===== src/hdl/swept_sphere_impact_time_assert.svh =====
// ---------------------------------------------------------------------------
// swept_sphere_impact_time assertion macros
// shared assertion forms, compiled out when NO_ASSERTIONS is set
// ---------------------------------------------------------------------------
`ifndef SWEPT_SPHERE_IMPACT_TIME_ASSERT_SVH
`define SWEPT_SPHERE_IMPACT_TIME_ASSERT_SVH

`ifndef NO_ASSERTIONS

// condition holds at every clock edge out of reset
`define SSIT_ASSERT(label, cond, msg) \
    label: assert property (@(posedge clk) disable iff (!rst_n) (cond)) else $error(msg);

// antecedent implies consequent
`define SSIT_ASSERT_IMP(label, ante, cons, msg) \
    label: assert property (@(posedge clk) disable iff (!rst_n) (ante) |-> (cons)) \
        else $error(msg);

`else

`define SSIT_ASSERT(label, cond, msg)
`define SSIT_ASSERT_IMP(label, ante, cons, msg)

`endif

`endif


===== src/hdl/ssit_pkg.sv =====
// ---------------------------------------------------------------------------
// ssit_pkg
// shared types and constants of the swept sphere impact time pipeline
// ---------------------------------------------------------------------------
`timescale 1ns / 1ps
`default_nettype none

package ssit_pkg;

    localparam int TIME_W       = 31;
    localparam int SQRT_CELLS   = 64;
    localparam int DIV_CELLS    = 31;
    localparam int FRONT_STAGES = 8;

    // data riding alongside each beat through the cell chains
    typedef struct packed {
        logic              decided;
        logic              early_hit;
        logic [63:0]       b;
        logic [63:0]       vsq;
        logic [TIME_W-1:0] horizon;
    } side_t;

    // square root working state
    typedef struct packed {
        logic [63:0]  root;
        logic [127:0] rem;
    } sqrt_t;

endpackage

`default_nettype wire


===== src/hdl/ssit_div_cell.sv =====
// ---------------------------------------------------------------------------
// ssit_div_cell
// one quotient bit of the restoring divide, one register stage
// ---------------------------------------------------------------------------
`timescale 1ns / 1ps
`default_nettype none

module ssit_div_cell #(
    parameter int I     = 30,
    parameter int NUM_W = 80
) (
    input  wire logic                          clk,
    input  wire logic                          rst_n,
    input  wire logic                          in_valid,
    input  wire ssit_pkg::side_t               in_side,
    input  wire logic [NUM_W-1:0]              in_rem,
    input  wire logic [ssit_pkg::TIME_W-1:0]   in_quot,
    output logic                               out_valid,
    output ssit_pkg::side_t                    out_side,
    output logic [NUM_W-1:0]                   out_rem,
    output logic [ssit_pkg::TIME_W-1:0]        out_quot
);
    import ssit_pkg::*;

    logic                 valid_reg;
    side_t                side_reg;
    logic [NUM_W-1:0]     rem_reg;
    logic [NUM_W-1:0]     rem_next;
    logic [TIME_W-1:0]    quot_reg;
    logic [TIME_W-1:0]    quot_next;
    logic [NUM_W+30:0]    dvs;
    logic [NUM_W+30:0]    rem_ext;

    // subtract the shifted divisor where it fits
    always_comb
    begin
        dvs       = (NUM_W + 31)'(in_side.vsq) << I;
        rem_ext   = (NUM_W + 31)'(in_rem);
        rem_next  = in_rem;
        quot_next = in_quot;
        if (rem_ext >= dvs)
        begin
            rem_next  = NUM_W'(rem_ext - dvs);
            quot_next = in_quot | (TIME_W'(1) << I);
        end
    end

    // beat valid
    always_ff @(posedge clk or negedge rst_n)
    begin
        if (!rst_n)
            valid_reg <= 1'b0;
        else
            valid_reg <= in_valid;
    end

    // payload
    always_ff @(posedge clk)
    begin
        side_reg <= in_side;
        rem_reg  <= rem_next;
        quot_reg <= quot_next;
    end

    assign out_valid = valid_reg;
    assign out_side  = side_reg;
    assign out_rem   = rem_reg;
    assign out_quot  = quot_reg;

endmodule

`default_nettype wire


===== config.mk =====
export PLATFORM = sky130hd
export DESIGN_NAME = ssit_div_cell
export DESIGN_NICKNAME = d
export VERILOG_FILES = /design/src/hdl/swept_sphere_impact_time_assert.svh /design/src/hdl/ssit_pkg.sv /design/src/hdl/ssit_div_cell.sv
export SDC_FILE = /design/constraint.sdc
export NUM_CORES = 1
export LEC_CHECK = 0
export BUFFER_PORTS_ARGS = -buffer_cell sky130_fd_sc_hd__buf_2
export CORE_AREA = 2 2 213 215
export CTS_BUF_LIST = sky130_fd_sc_hd__clkbuf_4 sky130_fd_sc_hd__clkbuf_8
export DETAILED_ROUTE_END_ITERATION = 12
export DIE_AREA = 0 0 215 217
export SYNTH_ARGS = -nofsm -noshare
export SYNTH_HDL_FRONTEND = slang
export SYNTH_SLANG_ARGS = --single-unit

===== constraint.sdc =====
create_clock -name clk -period 0.8 [get_ports clk]
set_clock_uncertainty 0.1 [all_clocks]
set_input_delay 0.12 -clock clk [delete_from_list [all_inputs] [get_ports clk]]
set_output_delay 0.12 -clock clk [all_outputs]
set_load 0.02 [all_outputs]

# After elaboration in Yosys (flattened, before gate mapping)
# Cells that the tools add are included.
dict set report word_totals {
  romBits 0
  inputBits 275
  register_bits 273
  ram_bits 0
  out_inout_bits 273
  latch_bits 0
  n_memories 0
}
dict set report op_classes {
  add_sub_neg 1
  muxes 1
  bitwise 0
  reduce_logical 0
  multipliers 0
  n_eq_ne 0
  div 0
  shifts 0
  order_cmp 1
}
# cell count
set ops {}
lappend ops {{greater-or-equal comparator 80 x 94 -> 1 bit} 1}
lappend ops {{two-way mux 80 bit} 1}
lappend ops {{subtractor 80 bit} 1}

# Longest topological paths before layout
dict set report logic_depth {
  depth_word 2
  depth_mapped 15
  depth_no_buf 13
}

# Least setup slack after synthesis
# Ideal clock, no wire load.
dict set report synth_timing {
  path_kind {input to register}
  startpoint {input in_rem[30]}
  endpoint {register rem_reg[31] (netlist: out_rem[31])}
  arrival_ps 2668
  n_path_buf 1
  stages 13
  path_slack_ps -2089
  cell_sequence {inv_1 ha_1 inv_1 fa_1 a21o_1 a221oi_2 o21a_1 o21ai_1 a21oi_4 o22ai_2 o41ai_4 buf_6 mux2_2}
}
dict set report synth_between {
  elab_chain_cells 2
}
# element line
set synth_rtl {}
lappend synth_rtl {{start: declaration} ssit_div_cell.sv:16} ;# input wire logic [NUM_W-1:0] in_rem,
lappend synth_rtl {{subtractor 80 bit or greater-or-equal comparator 80 x 94 -> 1 bit (tied branches)} {ssit_div_cell.sv:43, ssit_div_cell.sv:41}}
lappend synth_rtl {{two-way mux 80 bit (*)} ssit_div_cell.sv:41} ;# if (rem_ext >= dvs)
lappend synth_rtl {{net rem_next[31]} ssit_div_cell.sv:28} ;# logic [NUM_W-1:0] rem_next;
lappend synth_rtl {{end signal: assignment} ssit_div_cell.sv:61} ;# rem_reg <= rem_next;
lappend synth_rtl {{end: declaration} ssit_div_cell.sv:27} ;# logic [NUM_W-1:0] rem_reg;
# The timed path passes the listed nets; every way through them passes the cells marked *.
# A chain may end at the register's enable or synchronous reset.

# Worst setup path after layout
# Same ends and word-level chain as after synthesis.

==> impl_results.md <==
* Fmax at just over 400 MHz
* Die width at 215 um
* Critical Path Most Common Cell: buf_12
* Crit path from: in_rem[30]
* Avg Vias per Cell at ~4.2
* Rows at 78
* Crit end category: flip-flop
* WL final at between 50000 and 60000 um
* Dpl cells at around 2200
* Critical Path Max Stage Delay at 0.34 ns
* EDFF count, synth at 0
* Sequential area share after synthesis at 59.5%
* Post-DP HPWL at around 40000 um
* Run status: complete, but fails checks
* Syn Std Cell Area at between 0.009 and 0.01 sq mm
* Vias in the first global route at roughly 12000
* Critical path type: primary input to flip-flop
* Fin Setup TNS at -210.82 ns
* Power per standard cell area at between 1500 and 2000 mW/mm^2
* Normalized max-slew margin at 69.3%
* Placed Instance Area at 0.0144 sq mm
* Filler cells at 4100
* Final Cycle Share at 301%
* Num CTS Buffers at 50
* DRC viols at 0
* I/O pin count at roughly 550
* DR vias at between 10000 and 15000
* Root buffer cell: clkbuf_8
* Kind of cell adding the most delay to the critical path: compound AO/OA/AOI/OAI gates
* Avg Cell Area, Syn at approximately 10 sq um
* WL met3 at 3700 um
* Most frequent cells in the layout: 277 x buf_6, 272 x buf_2, 272 x dfxtp_2, 264 x dlygate4sd3_1, 243 x buf_4
* Syn_nets at ~1200
* Final slew viol count at 0
* Cell count after synthesis at between 800 and 900
* H-tree levels at 2
* Unrepaired setup endpoints after global routing: true
* WP data arrival at 2.81 ns
* Synth-to-Final Area Change at 132%
* Die area at about 0.047 sq mm
* Yosys warns at 0
* Pleak at approximately 10 nW
* Total gr overflow at 0
* Routability congestion estimate at a little under 0.9
* CP Cell Sequence: buf_12 -> inv_12 -> ha_4 -> inv_2 -> fa_2 -> a21o_4 -> a221oi_4 -> o21a_1 -> o21ai_4 -> a21oi_4 -> o22ai_4 -> o41ai_4 -> buf_4 -> buf_12 -> mux2_4
* Core Region at 0.0447 sq mm
* Overall Power at ~40 mW
* CTS tree: done
* Hold Slack at -0.472 ns
* Met2 WL at ~27000 um
* Die Y at around 220 um
* Worst Path Max Fanout at 6
* Initial antenna violation count at 15
* HP Class: primary input to flip-flop
* DRT Pass-1 Iters at 5
* Minimum clock period at between 2 and 2.5 ns
* Final #Nets at roughly 2300
* DRT met1 WL at between 20000 and 25000 um
* GRT Util Overall at 22.0%
* Non-Filler Instances at between 2000 and 3000
* Core Util, Final at about 48%
* VDD IR-drop max at roughly 1.2 mV
* Clk sink count at ~270
* Crit path launch type: primary input
* Starting DRT DRC Count at around 460
* Layout cells sized above 1 at around 64%
* Commonest non-fill, non-tap cell in the layout: buf_6
* Design Area, Final at between 0.02 and 0.025 sq mm
* Finish-stage setup viols at 324
* Largest net degree at the start of global routing at 31
* DRT antenna net count at 0
* First-pass GRT wire length at between 70000 and 80000 um
* Starting Density at about a fifth
* Post-synth cell types at 52
* Final-report hold violation count at 16
* Max_cap viols at 0
* I/O Buffers at 547
* Longest Clk Path Bufs at 3
* WL per Instance at approximately 21 um
* Async SR Flop Fraction at less than 1%
* Post-synth top flop: dfxtp_1
* Seq cells post-synth at between 200 and 300
* Worst-Margin Slew at 0.455 ns
* Post-place setup slack at -2.92 ns
* Failing checks: hold timing, setup timing
* Setup WS post-layout at -1.61 ns
* Clk pin slew, worst setup/hold paths at roughly 0.060 ns
* Crit-path slowest cell: fa_2
* DR top layer: met5
* CP Buf/Inv Count at 5
* WP data required at ~1.2 ns
* HP Start: in_side[44]
[cells by family (layout without fill, tap and decap cells)]
logic type	after synthesis	count (layout)	share of synthesized area (%)
DFF	273	273	59.5
AOI/OAI and AO/OA	220	220	14.6
and+or+nand+nor	199	199	9.86
buffers and inverters	98	1229	4.30
adders and majority gates	51	51	7.02
xor gates and xnor gates	45	45	4.28
muxes	4	4	0.449
other	0	3	0
[layer usage]
metal  up-vias  GRT usage, %
li1       5246             -
met1      5162          24.0
met2       414          38.8
met3       131          6.75
met4        22          11.1
met5         -             0
[flip-flops by register name, summed over array words and instances, names as in the netlist]
name	count
out_side	161
out_rem	80
out_quot	31
out_valid	1
[where the power goes]
group / internal [mW] / total [mW] / switching (mW)
logic: 5.06 / 9.58 / 4.52
registers: 14.5 / 14.9 / 0.383
clock network: 9.27 / 15.9 / 6.58
total: 28.8 / 40.3 / 11.5
[what timing repair did]
| item | CTS | global route |
|---|---|---|
| endpoints found under the hold margin | 274 | 49 |
| pin swaps | 13 | 57 |
| hold buffers | 255 | 10 |
| resized for setup | 851 | 176 |
| endpoints found under the setup margin | 324 | 324 |
| cloned | 0 | 8 |
| buffers inserted | 6 | 8 |
[synthesized netlist by cell type, types with 2 or more instances]
cell type	count	area share, %
dfxtp_1	272	59
nand2_1	97	4.0
o21ai_0	76	4.1
a21oi_1	65	3.5
inv_1	64	2.6
ha_1	50	6.8
nor2_1	33	1.3
clkbuf_1	27	1.1
xnor2_1	27	2.6
a21o_1	18	1.5
xor2_1	18	1.7
nand4_1	15	1.0
nand3_1	12	0.65
nor3_1	9	0.49
nor4_1	9	0.61
nand2b_1	7	0.48
o31ai_1	7	0.57
a31oi_1	6	0.41
o21a_1	6	0.49
a211oi_1	5	0.41
and3_1	5	0.34
o211ai_1	5	0.41
o21ai_1	5	0.27
o21bai_1	5	0.41
a41oi_1	4	0.38
buf_2	4	0.22
buf_6	3	0.37
mux2i_1	3	0.33
or4_1	3	0.24
a2111oi_0	2	0.19
a21boi_0	2	0.16
and2_1	2	0.14
and4_1	2	0.19
nor4b_1	2	0.19
o2111ai_1	2	0.19
or3_1	2	0.14
[layout make-up]
type                    count  area [sq um]  share of cell area (%)
clock buffers              72           941                    4.41
multi-input cells         519          4010                    18.8
well taps                 600           751                    3.52
clock inverters            21           258                    1.21
flip-flops and latches    273          5810                    27.2
repair buffers           1072          9300                    43.6
diodes                      3          7.51                  0.0352
inverters                  64           253                    1.18
[worst paths after layout]
check | cells after the start | to | slack (ns)
worst max-delay path | 15 | out_rem[31]$_DFF_P_ | -1.61
worst min-delay path | 1 | out_side[44]$_DFF_P_ | -0.47
max in group asynchronous | 3 | out_valid$_DFF_PN0_ | 0.29
min in group asynchronous | 3 | out_valid$_DFF_PN0_ | 0.21
Note: power is estimated with default switching activity, not from simulation.
